==> src/itx4_pkg.sv <==
// Package for the 4-point inverse transform: field widths, payload types,
// register indexes and the configuration bundle. No dependencies.
package itx4_pkg;

  localparam int COEF_W     = 16;
  localparam int RES_W      = 23;
  localparam int PROD_W     = 23;  // 83 * c and 64 * (c0 +/- c2) fit 23 signed bits
  localparam int ODD_W      = 23;  // 83 * c1 + 36 * c3 stays under 2^22
  localparam int TOT_W      = 33;  // butterfly sum plus a rounding offset up to 2^30
  localparam int SHIFT_W    = 5;
  localparam int CFG_IDX_W  = 2;
  localparam int CFG_DATA_W = 8;
  localparam int NUM_STAGES = 4;

  localparam logic [SHIFT_W-1:0] SHIFT_RESET = SHIFT_W'(7);
  localparam logic               CLIP_RESET  = 1'b1;

  localparam logic signed [TOT_W-1:0] CLIP_HI = TOT_W'(32767);
  localparam logic signed [TOT_W-1:0] CLIP_LO = -TOT_W'(32768);

  // Configuration register indexes
  localparam logic [CFG_IDX_W-1:0] REG_SHIFT_AMOUNT = CFG_IDX_W'(0);
  localparam logic [CFG_IDX_W-1:0] REG_CLIP_ENABLE  = CFG_IDX_W'(1);

  typedef logic signed [COEF_W-1:0] coef_t;
  typedef logic signed [RES_W-1:0]  res_t;
  typedef logic signed [TOT_W-1:0]  tot_t;

  // Settings applied by the output stage
  typedef struct packed {
    logic [SHIFT_W-1:0] shift;  // effective shift, never zero
    logic               clip;
  } fin_cfg_t;

endpackage

==> src/itx4_if.sv <==
// Channel interfaces of the 4-point inverse transform: coefficient input,
// residual output and configuration write. Depends on itx4_pkg.
interface itx4_in_if;
  logic          valid;
  logic          ready;
  itx4_pkg::coef_t coef0;
  itx4_pkg::coef_t coef1;
  itx4_pkg::coef_t coef2;
  itx4_pkg::coef_t coef3;

  modport source (output valid, coef0, coef1, coef2, coef3, input ready);
  modport sink   (input valid, coef0, coef1, coef2, coef3, output ready);
endinterface

interface itx4_out_if;
  logic         valid;
  logic         ready;
  itx4_pkg::res_t res0;
  itx4_pkg::res_t res1;
  itx4_pkg::res_t res2;
  itx4_pkg::res_t res3;

  modport source (output valid, res0, res1, res2, res3, input ready);
  modport sink   (input valid, res0, res1, res2, res3, output ready);
endinterface

interface itx4_cfg_if;
  logic                                valid;
  logic                                ready;
  logic [itx4_pkg::CFG_IDX_W-1:0]      index;
  logic [itx4_pkg::CFG_DATA_W-1:0]     data;

  modport source (output valid, index, data, input ready);
  modport sink   (input valid, index, data, output ready);
endinterface

==> src/itx4_finish.sv <==
// Output lane of the 4-point inverse transform: arithmetic right shift of
// the rounded sum and optional saturation to signed 16 bits. Uses itx4_pkg.
module itx4_finish (
  input  itx4_pkg::tot_t     tot,
  input  itx4_pkg::fin_cfg_t cfg,
  output itx4_pkg::res_t     res
);
  import itx4_pkg::*;

  tot_t shifted;
  tot_t limited;

  // Shift down, then saturate when clipping is on
  always_comb begin
    shifted = tot >>> cfg.shift;
    limited = shifted;
    if (cfg.clip) begin
      if (shifted > CLIP_HI) begin
        limited = CLIP_HI;
      end else if (shifted < CLIP_LO) begin
        limited = CLIP_LO;
      end
    end
  end

  assign res = limited[RES_W-1:0];

endmodule

==> src/inverse_transform_4_point.sv <==
// Throughput: one request per cycle while out_res.ready is high; four register
// stages (products, odd terms, rounded butterfly sums, shift and clip) advance
// independently.
// Reset (rst_n low, synchronous): all stages empty, shift_amount 7, clip on.
// Configuration writes are taken every cycle (cfg ready is always high).
// Top level; depends on itx4_pkg, itx4_if and itx4_finish.
module inverse_transform_4_point (
  input logic        clk,
  input logic        rst_n,
  itx4_in_if.sink    in_req,
  itx4_out_if.source out_res,
  itx4_cfg_if.sink   cfg_wr
);
  import itx4_pkg::*;

  // Configuration registers
  logic [SHIFT_W-1:0] shift_r;
  logic               clip_r;
  fin_cfg_t           fin_cfg;
  tot_t               rnd;

  // Stage valids and per-stage ready
  logic [NUM_STAGES-1:0] vld_r;
  logic [NUM_STAGES-1:0] rdy;

  // Stage 1: products and even terms
  logic signed [PROD_W-1:0] p83c1_r, p36c1_r, p83c3_r, p36c3_r, e0_r, e1_r;
  logic signed [PROD_W-1:0] c1x_nxt, c3x_nxt;
  logic signed [COEF_W:0]   esum_nxt, edif_nxt;
  // Stage 2: odd terms, even terms carried along
  logic signed [ODD_W-1:0]  o0_r, o1_r;
  logic signed [PROD_W-1:0] e0b_r, e1b_r;
  // Stage 3: rounded butterfly sums
  tot_t tot0_r, tot1_r, tot2_r, tot3_r;
  // Stage 4: results
  res_t res0_nxt, res1_nxt, res2_nxt, res3_nxt;
  res_t res0_r, res1_r, res2_r, res3_r;

  // Write configuration; unknown indexes are dropped
  assign cfg_wr.ready = 1'b1;
  always_ff @(posedge clk) begin
    if (!rst_n) begin
      shift_r <= SHIFT_RESET;
      clip_r  <= CLIP_RESET;
    end else if (cfg_wr.valid) begin
      if (cfg_wr.index == REG_SHIFT_AMOUNT) begin
        shift_r <= cfg_wr.data[SHIFT_W-1:0];
      end else if (cfg_wr.index == REG_CLIP_ENABLE) begin
        clip_r <= cfg_wr.data[0];
      end
    end
  end

  // A zero shift acts as a shift of one
  always_comb begin
    fin_cfg.shift = (shift_r == '0) ? SHIFT_W'(1) : shift_r;
    fin_cfg.clip  = clip_r;
    rnd           = TOT_W'(1) <<< (fin_cfg.shift - SHIFT_W'(1));
  end

  // Each stage advances when it is empty or the next one moves
  always_comb begin
    rdy[NUM_STAGES-1] = !vld_r[NUM_STAGES-1] || out_res.ready;
    for (int k = NUM_STAGES - 2; k >= 0; k--) begin
      rdy[k] = !vld_r[k] || rdy[k+1];
    end
  end

  assign in_req.ready = rdy[0];

  always_ff @(posedge clk) begin
    if (!rst_n) begin
      vld_r <= '0;
    end else begin
      if (rdy[0]) begin
        vld_r[0] <= in_req.valid;
      end
      for (int k = 1; k < NUM_STAGES; k++) begin
        if (rdy[k]) begin
          vld_r[k] <= vld_r[k-1];
        end
      end
    end
  end

  // Stage 1: constant multiplies and even butterfly
  always_comb begin
    c1x_nxt  = PROD_W'(in_req.coef1);
    c3x_nxt  = PROD_W'(in_req.coef3);
    esum_nxt = (COEF_W+1)'(in_req.coef0) + (COEF_W+1)'(in_req.coef2);
    edif_nxt = (COEF_W+1)'(in_req.coef0) - (COEF_W+1)'(in_req.coef2);
  end

  always_ff @(posedge clk) begin
    if (rdy[0]) begin
      p83c1_r <= c1x_nxt * $signed(PROD_W'(83));
      p36c1_r <= c1x_nxt * $signed(PROD_W'(36));
      p83c3_r <= c3x_nxt * $signed(PROD_W'(83));
      p36c3_r <= c3x_nxt * $signed(PROD_W'(36));
      e0_r    <= PROD_W'(esum_nxt) <<< 6;
      e1_r    <= PROD_W'(edif_nxt) <<< 6;
    end
  end

  // Stage 2: odd terms
  always_ff @(posedge clk) begin
    if (rdy[1]) begin
      o0_r  <= p83c1_r + p36c3_r;
      o1_r  <= p36c1_r - p83c3_r;
      e0b_r <= e0_r;
      e1b_r <= e1_r;
    end
  end

  // Stage 3: output butterfly with rounding offset
  always_ff @(posedge clk) begin
    if (rdy[2]) begin
      tot0_r <= TOT_W'(e0b_r) + TOT_W'(o0_r) + rnd;
      tot1_r <= TOT_W'(e1b_r) + TOT_W'(o1_r) + rnd;
      tot2_r <= TOT_W'(e1b_r) - TOT_W'(o1_r) + rnd;
      tot3_r <= TOT_W'(e0b_r) - TOT_W'(o0_r) + rnd;
    end
  end

  // Stage 4: shift and clip each lane
  itx4_finish u_fin0 (.tot(tot0_r), .cfg(fin_cfg), .res(res0_nxt));
  itx4_finish u_fin1 (.tot(tot1_r), .cfg(fin_cfg), .res(res1_nxt));
  itx4_finish u_fin2 (.tot(tot2_r), .cfg(fin_cfg), .res(res2_nxt));
  itx4_finish u_fin3 (.tot(tot3_r), .cfg(fin_cfg), .res(res3_nxt));

  always_ff @(posedge clk) begin
    if (rdy[3]) begin
      res0_r <= res0_nxt;
      res1_r <= res1_nxt;
      res2_r <= res2_nxt;
      res3_r <= res3_nxt;
    end
  end

  assign out_res.valid = vld_r[NUM_STAGES-1];
  assign out_res.res0  = res0_r;
  assign out_res.res1  = res1_r;
  assign out_res.res2  = res2_r;
  assign out_res.res3  = res3_r;

  // A full pipe with a stalled output takes no new request
  a_full_blocks: assert property (@(posedge clk) disable iff (!rst_n)
    (&vld_r && !out_res.ready) |-> !in_req.ready)
    else $error("request taken while pipeline full and stalled");

  // An item moves from stage 1 to stage 2 when stage 2 can take it
  a_advance: assert property (@(posedge clk) disable iff (!rst_n)
    (vld_r[0] && rdy[1]) |=> vld_r[1])
    else $error("stage 1 item lost");

  // Clipped results on lanes 0 and 3 stay within signed 16 bits
  a_clip_range: assert property (@(posedge clk) disable iff (!rst_n)
    (rdy[3] && vld_r[2] && fin_cfg.clip) |=>
      ($signed(res0_r) <= $signed(RES_W'(32767)) && $signed(res0_r) >= -$signed(RES_W'(32768))
       && $signed(res3_r) <= $signed(RES_W'(32767))
       && $signed(res3_r) >= -$signed(RES_W'(32768))))
    else $error("clipped result out of range");

  // A shift write lands in the shift register
  a_shift_wr: assert property (@(posedge clk) disable iff (!rst_n)
    (cfg_wr.valid && cfg_wr.ready && cfg_wr.index == REG_SHIFT_AMOUNT) |=>
      (shift_r == $past(cfg_wr.data[SHIFT_W-1:0])))
    else $error("shift_amount write not applied");

endmodule

==> src/flat_wrapper.sv <==
// flat-port wrapper written by rule: the top's interface ports become plain ports
module inverse_transform_4_point_flat import itx4_pkg::*;
  (clk, rst_n, in_req_valid, in_req_coef0, in_req_coef1, in_req_coef2, in_req_coef3, in_req_ready, out_res_valid, out_res_res0, out_res_res1, out_res_res2, out_res_res3, out_res_ready, cfg_wr_valid, cfg_wr_index, cfg_wr_data, cfg_wr_ready);
  itx4_in_if in_req_i ();
  itx4_out_if out_res_i ();
  itx4_cfg_if cfg_wr_i ();
  input logic clk;
  input logic rst_n;
  input wire logic [$bits(in_req_i.valid)-1:0] in_req_valid;
  input wire logic [$bits(in_req_i.coef0)-1:0] in_req_coef0;
  input wire logic [$bits(in_req_i.coef1)-1:0] in_req_coef1;
  input wire logic [$bits(in_req_i.coef2)-1:0] in_req_coef2;
  input wire logic [$bits(in_req_i.coef3)-1:0] in_req_coef3;
  output wire logic [$bits(in_req_i.ready)-1:0] in_req_ready;
  output wire logic [$bits(out_res_i.valid)-1:0] out_res_valid;
  output wire logic [$bits(out_res_i.res0)-1:0] out_res_res0;
  output wire logic [$bits(out_res_i.res1)-1:0] out_res_res1;
  output wire logic [$bits(out_res_i.res2)-1:0] out_res_res2;
  output wire logic [$bits(out_res_i.res3)-1:0] out_res_res3;
  input wire logic [$bits(out_res_i.ready)-1:0] out_res_ready;
  input wire logic [$bits(cfg_wr_i.valid)-1:0] cfg_wr_valid;
  input wire logic [$bits(cfg_wr_i.index)-1:0] cfg_wr_index;
  input wire logic [$bits(cfg_wr_i.data)-1:0] cfg_wr_data;
  output wire logic [$bits(cfg_wr_i.ready)-1:0] cfg_wr_ready;
  assign in_req_i.valid = in_req_valid;
  assign in_req_i.coef0 = in_req_coef0;
  assign in_req_i.coef1 = in_req_coef1;
  assign in_req_i.coef2 = in_req_coef2;
  assign in_req_i.coef3 = in_req_coef3;
  assign in_req_ready = in_req_i.ready;
  assign out_res_valid = out_res_i.valid;
  assign out_res_res0 = out_res_i.res0;
  assign out_res_res1 = out_res_i.res1;
  assign out_res_res2 = out_res_i.res2;
  assign out_res_res3 = out_res_i.res3;
  assign out_res_i.ready = out_res_ready;
  assign cfg_wr_i.valid = cfg_wr_valid;
  assign cfg_wr_i.index = cfg_wr_index;
  assign cfg_wr_i.data = cfg_wr_data;
  assign cfg_wr_ready = cfg_wr_i.ready;
  inverse_transform_4_point u_core (.clk(clk), .rst_n(rst_n), .in_req(in_req_i), .out_res(out_res_i), .cfg_wr(cfg_wr_i));
endmodule
==> config.mk <==
export PLATFORM = sky130hd
export DESIGN_NAME = inverse_transform_4_point_flat
export DESIGN_NICKNAME = d
export VERILOG_FILES = /design/src/itx4_pkg.sv /design/src/itx4_if.sv /design/src/itx4_finish.sv /design/src/inverse_transform_4_point.sv /design/src/flat_wrapper.sv
export SDC_FILE = /design/constraint.sdc
export NUM_CORES = 2
export LEC_CHECK = 0
export BUFFER_PORTS_ARGS = -buffer_cell sky130_fd_sc_hd__buf_2
export CORE_MARGIN = 10
export CORE_UTILIZATION = 55
export CTS_CLUSTER_DIAMETER = 80
export DETAILED_ROUTE_END_ITERATION = 8
export PLACE_DENSITY = 0.72
export SLEW_MARGIN = 20
export SYNTH_ARGS = -nofsm -noshare
export SYNTH_HDL_FRONTEND = slang
export SYNTH_SLANG_ARGS = --single-unit
export TNS_END_PERCENT = 20
==> constraint.sdc <==
create_clock -name clk -period 15.4 [get_ports clk]
set_input_delay 4.62 -clock clk [delete_from_list [all_inputs] [get_ports clk]]
set_output_delay 4.62 -clock clk [all_outputs]
set_load 0.1 [all_outputs]
==> impl_results.md <==
* Synth Area in XOR/XNOR at 7.161%
* Pre-Repair DR Iteration Count at 5
* WP data required at 10780 ps
* Post-synthesis mux area share at 8.779%
* Fmax at 0.08819 GHz
* Worst-Margin Slew at 1080 ps
* Die Wd at 284.6 µm
* Crit Path Class: input pin to output port
* Main combinational cell family by area after synthesis: compound AO/OA/AOI/OAI gates
* Sequential cell area fraction in the yosys report at 33.21%
* Post-synthesis cell type count at 108
* I/O Buffers at 169
* Part of the cycle the worst path needs at 73.63%
* First-pass GRT wire length at 152.7 mm
* DRC at 0
* Cts bufs inserted at 50
* Final GP Congestion at 0.9495
* Crit path launch type: input pin
* Vias in the first global route at 28420
* Die area at 80970 µm²
* Adder-cell share of the synthesized area at 17.12%
* Largest net degree at the start of global routing at 93
* Hold slack final at 413.8 ps
* Clk_skew at 25.93 ps
* Final Setup Violations at 0
* Leak pwr at 0.01783 µW
* Peak VDD IR at 178.3 µV
* CP Capture Type: output port
* # nets final at 4572
* Setup total negative slack at 0 ps
* Non-Filler Instances at 4991
* Final Slew Violations at 0
* Hold-fix buffer count after cts at 0
* Syn avg cell area at 9.782 µm²
* DR WL/cell at 19.10 µm
* Hold Path Class: flip-flop to flip-flop
* Max_slew headroom at 27.43%
* Synth Register Bits at 429
* Power Total at 9123 µW
* P&R area growth vs syn at 8.867%
* CTS H-Tree Depth at 2
* Pwr dens at 217.7 nW/µm²
* Clock sink count at 429
* Status: completed
* Root buf cell: clkbuf_16
* Worst-path fanout max at 70
* Max-Cap Viols at 0
* Cells after synthesis at 3935
* Insertion delay to the later sink of the worst-skew pair at 610 ps
* Fin crit period at 11340 ps
* Crit path DAT at 6720 ps
* Clock Pin Slew Worst Setup and Hold Paths at 60 ps
* Final Hold Violating Endpoints at 0
* Synthesis warning total at 0
* Antenna violations before repair at 2
* Initial core utilization at 55.83%
* Ys async rst share at 0%
* Global Route Usage Sum at 22.93%
* Mapped Area at 38490 µm²
* Antenna Violating Nets Remaining at 0
* Final WL at 95.32 mm
* Iter 0 DRT Violations at 2274
* Compound-Gate Fraction of Synth Area at 17.16%
* RSZ-0062 raised after global routing: no
* Core ar. at 68950 µm²
* Layout cells sized above 1 at 9.906%
* Setup bufs post-CTS at 0
* Inst Count DP at 4897
* Die Ht at 284.6 µm
* Grt ovf at 0
* Vias per inst at 5.916
* Number of flops mapped to enable cells by yosys at 419
* # rows at 96
* Post_cts resized at 0
* Commonest non-fill, non-tap cell in the layout: edfxtp_1
* Routed vias at 29530
* Post-Syn Nets at 4489
* Top_reg_cell synth: edfxtp_1
* CTS tree: yes
* Worst-case clock buffer depth at 3
* Commonest non-fill, non-tap cells in the layout: 419 x edfxtp_1, 412 x ha_1, 308 x inv_1
* Detailed placer's ending HPWL at 75.45 mm
* Io pins at 174
* Simple-Gate Fraction of Synth Area at 11.57%
-- layout make-up --
cell class	count	area [µm²]
Antenna cell	2	5.005
Clock buffer	56	1338
Clock inverter	36	519.2
Fill cell	5944	27040
Inverter	315	1189
Multi-Input combinational cell	3023	23820
Sequential cell	429	12790
Tap cell	931	1165
Timing Repair Buffer	199	1075
-- Yosys cell counts (all sizes together), types with 17 or more instances --
library cell,count,area [µm²]
mux2i,242,2422
nor3,71,376.6
nor2,249,949.7
o21a,35,262.8
inv,315,1182
maj3,17,173.9
a211oi,103,798.3
nand2b,30,187.7
fa,63,1261
o31ai,25,192.7
clkbuf,113,424.2
edfxtp,419,12580
and3,28,175.2
and2,71,444.2
a21oi,295,1491
mux4,38,855.8
nand3,56,280.3
ha,412,5155
buf,55,312.8
xnor2,245,2146
a21boi,35,262.8
nand2,254,955.9
nor2b,48,300.3
nor3b,20,150.1
a311oi,31,277.8
o21bai,59,442.9
a21o,59,442.9
xor2,67,586.8
nand4,18,112.6
a31oi,31,200.2
o21ai,212,1065
-- per-layer routing --
layer / part of all wire, % / routed length [µm] / GRT usage (%)
met5: 0 / 0 / 0
met4: 3.5 / 3364 / 8.043
met3: 5.6 / 5319 / 3.263
met2: 48 / 46050 / 39.52
met1: 43 / 40590 / 28.98
-- sequential cells by signal (all words and copies together), names as in the netlist, 32 cells and up --
signal / count
u_core.tot0_r: 32
u_core.tot1_r: 32
u_core.tot2_r: 33
u_core.tot3_r: 32
-- critical path, cell delays in order --
cell and delay (ps):
buf_2 90, nor2b_1 440, and3_1 420, nand2_4 530, buf_2 530
-- where the power goes --
| part | internal, µW | total (µW) | switching [µW] |
|---|---|---|---|
| clock | 828 | 1310 | 487 |
| sequential | 1990 | 2280 | 285 |
| combinational | 1990 | 5530 | 3540 |
-- worst paths after layout --
| check | start | endpoint | slack, ps | cells past startpoint |
|---|---|---|---|---|
| hold / removal | u_core.e1_r[11] | u_core.e1b_r[11] | 410 | 0 |
| setup reg to reg | u_core.shift_r[3] | u_core.tot0_r[29] | 9070 | 19 |
| setup / recovery | out_res_ready | in_req_ready | 4060 | 5 |
| hold reg to reg | u_core.e1_r[11] | u_core.e1b_r[11] | 410 | 0 |
-- stage by stage --
step,area (µm²),worst slack (ps),utilization [%]
global route,41910,3938,60.78
CTS,41900,4063,60.77
finish,41910,4061,60.78
floorplan,38490,2756,-
global placement,40040,4067,58.08
detailed placement,40040,4075,58.08
-- cells by family after synthesis --
family,count (synthesis)
compound gates,1011
xor+xnor,313
fa+ha+maj,492
buf+inv,483
flops,429
mux,289
other cells,1
simple gates,917
No activity file was read; power rests on OpenSTA's default activity.
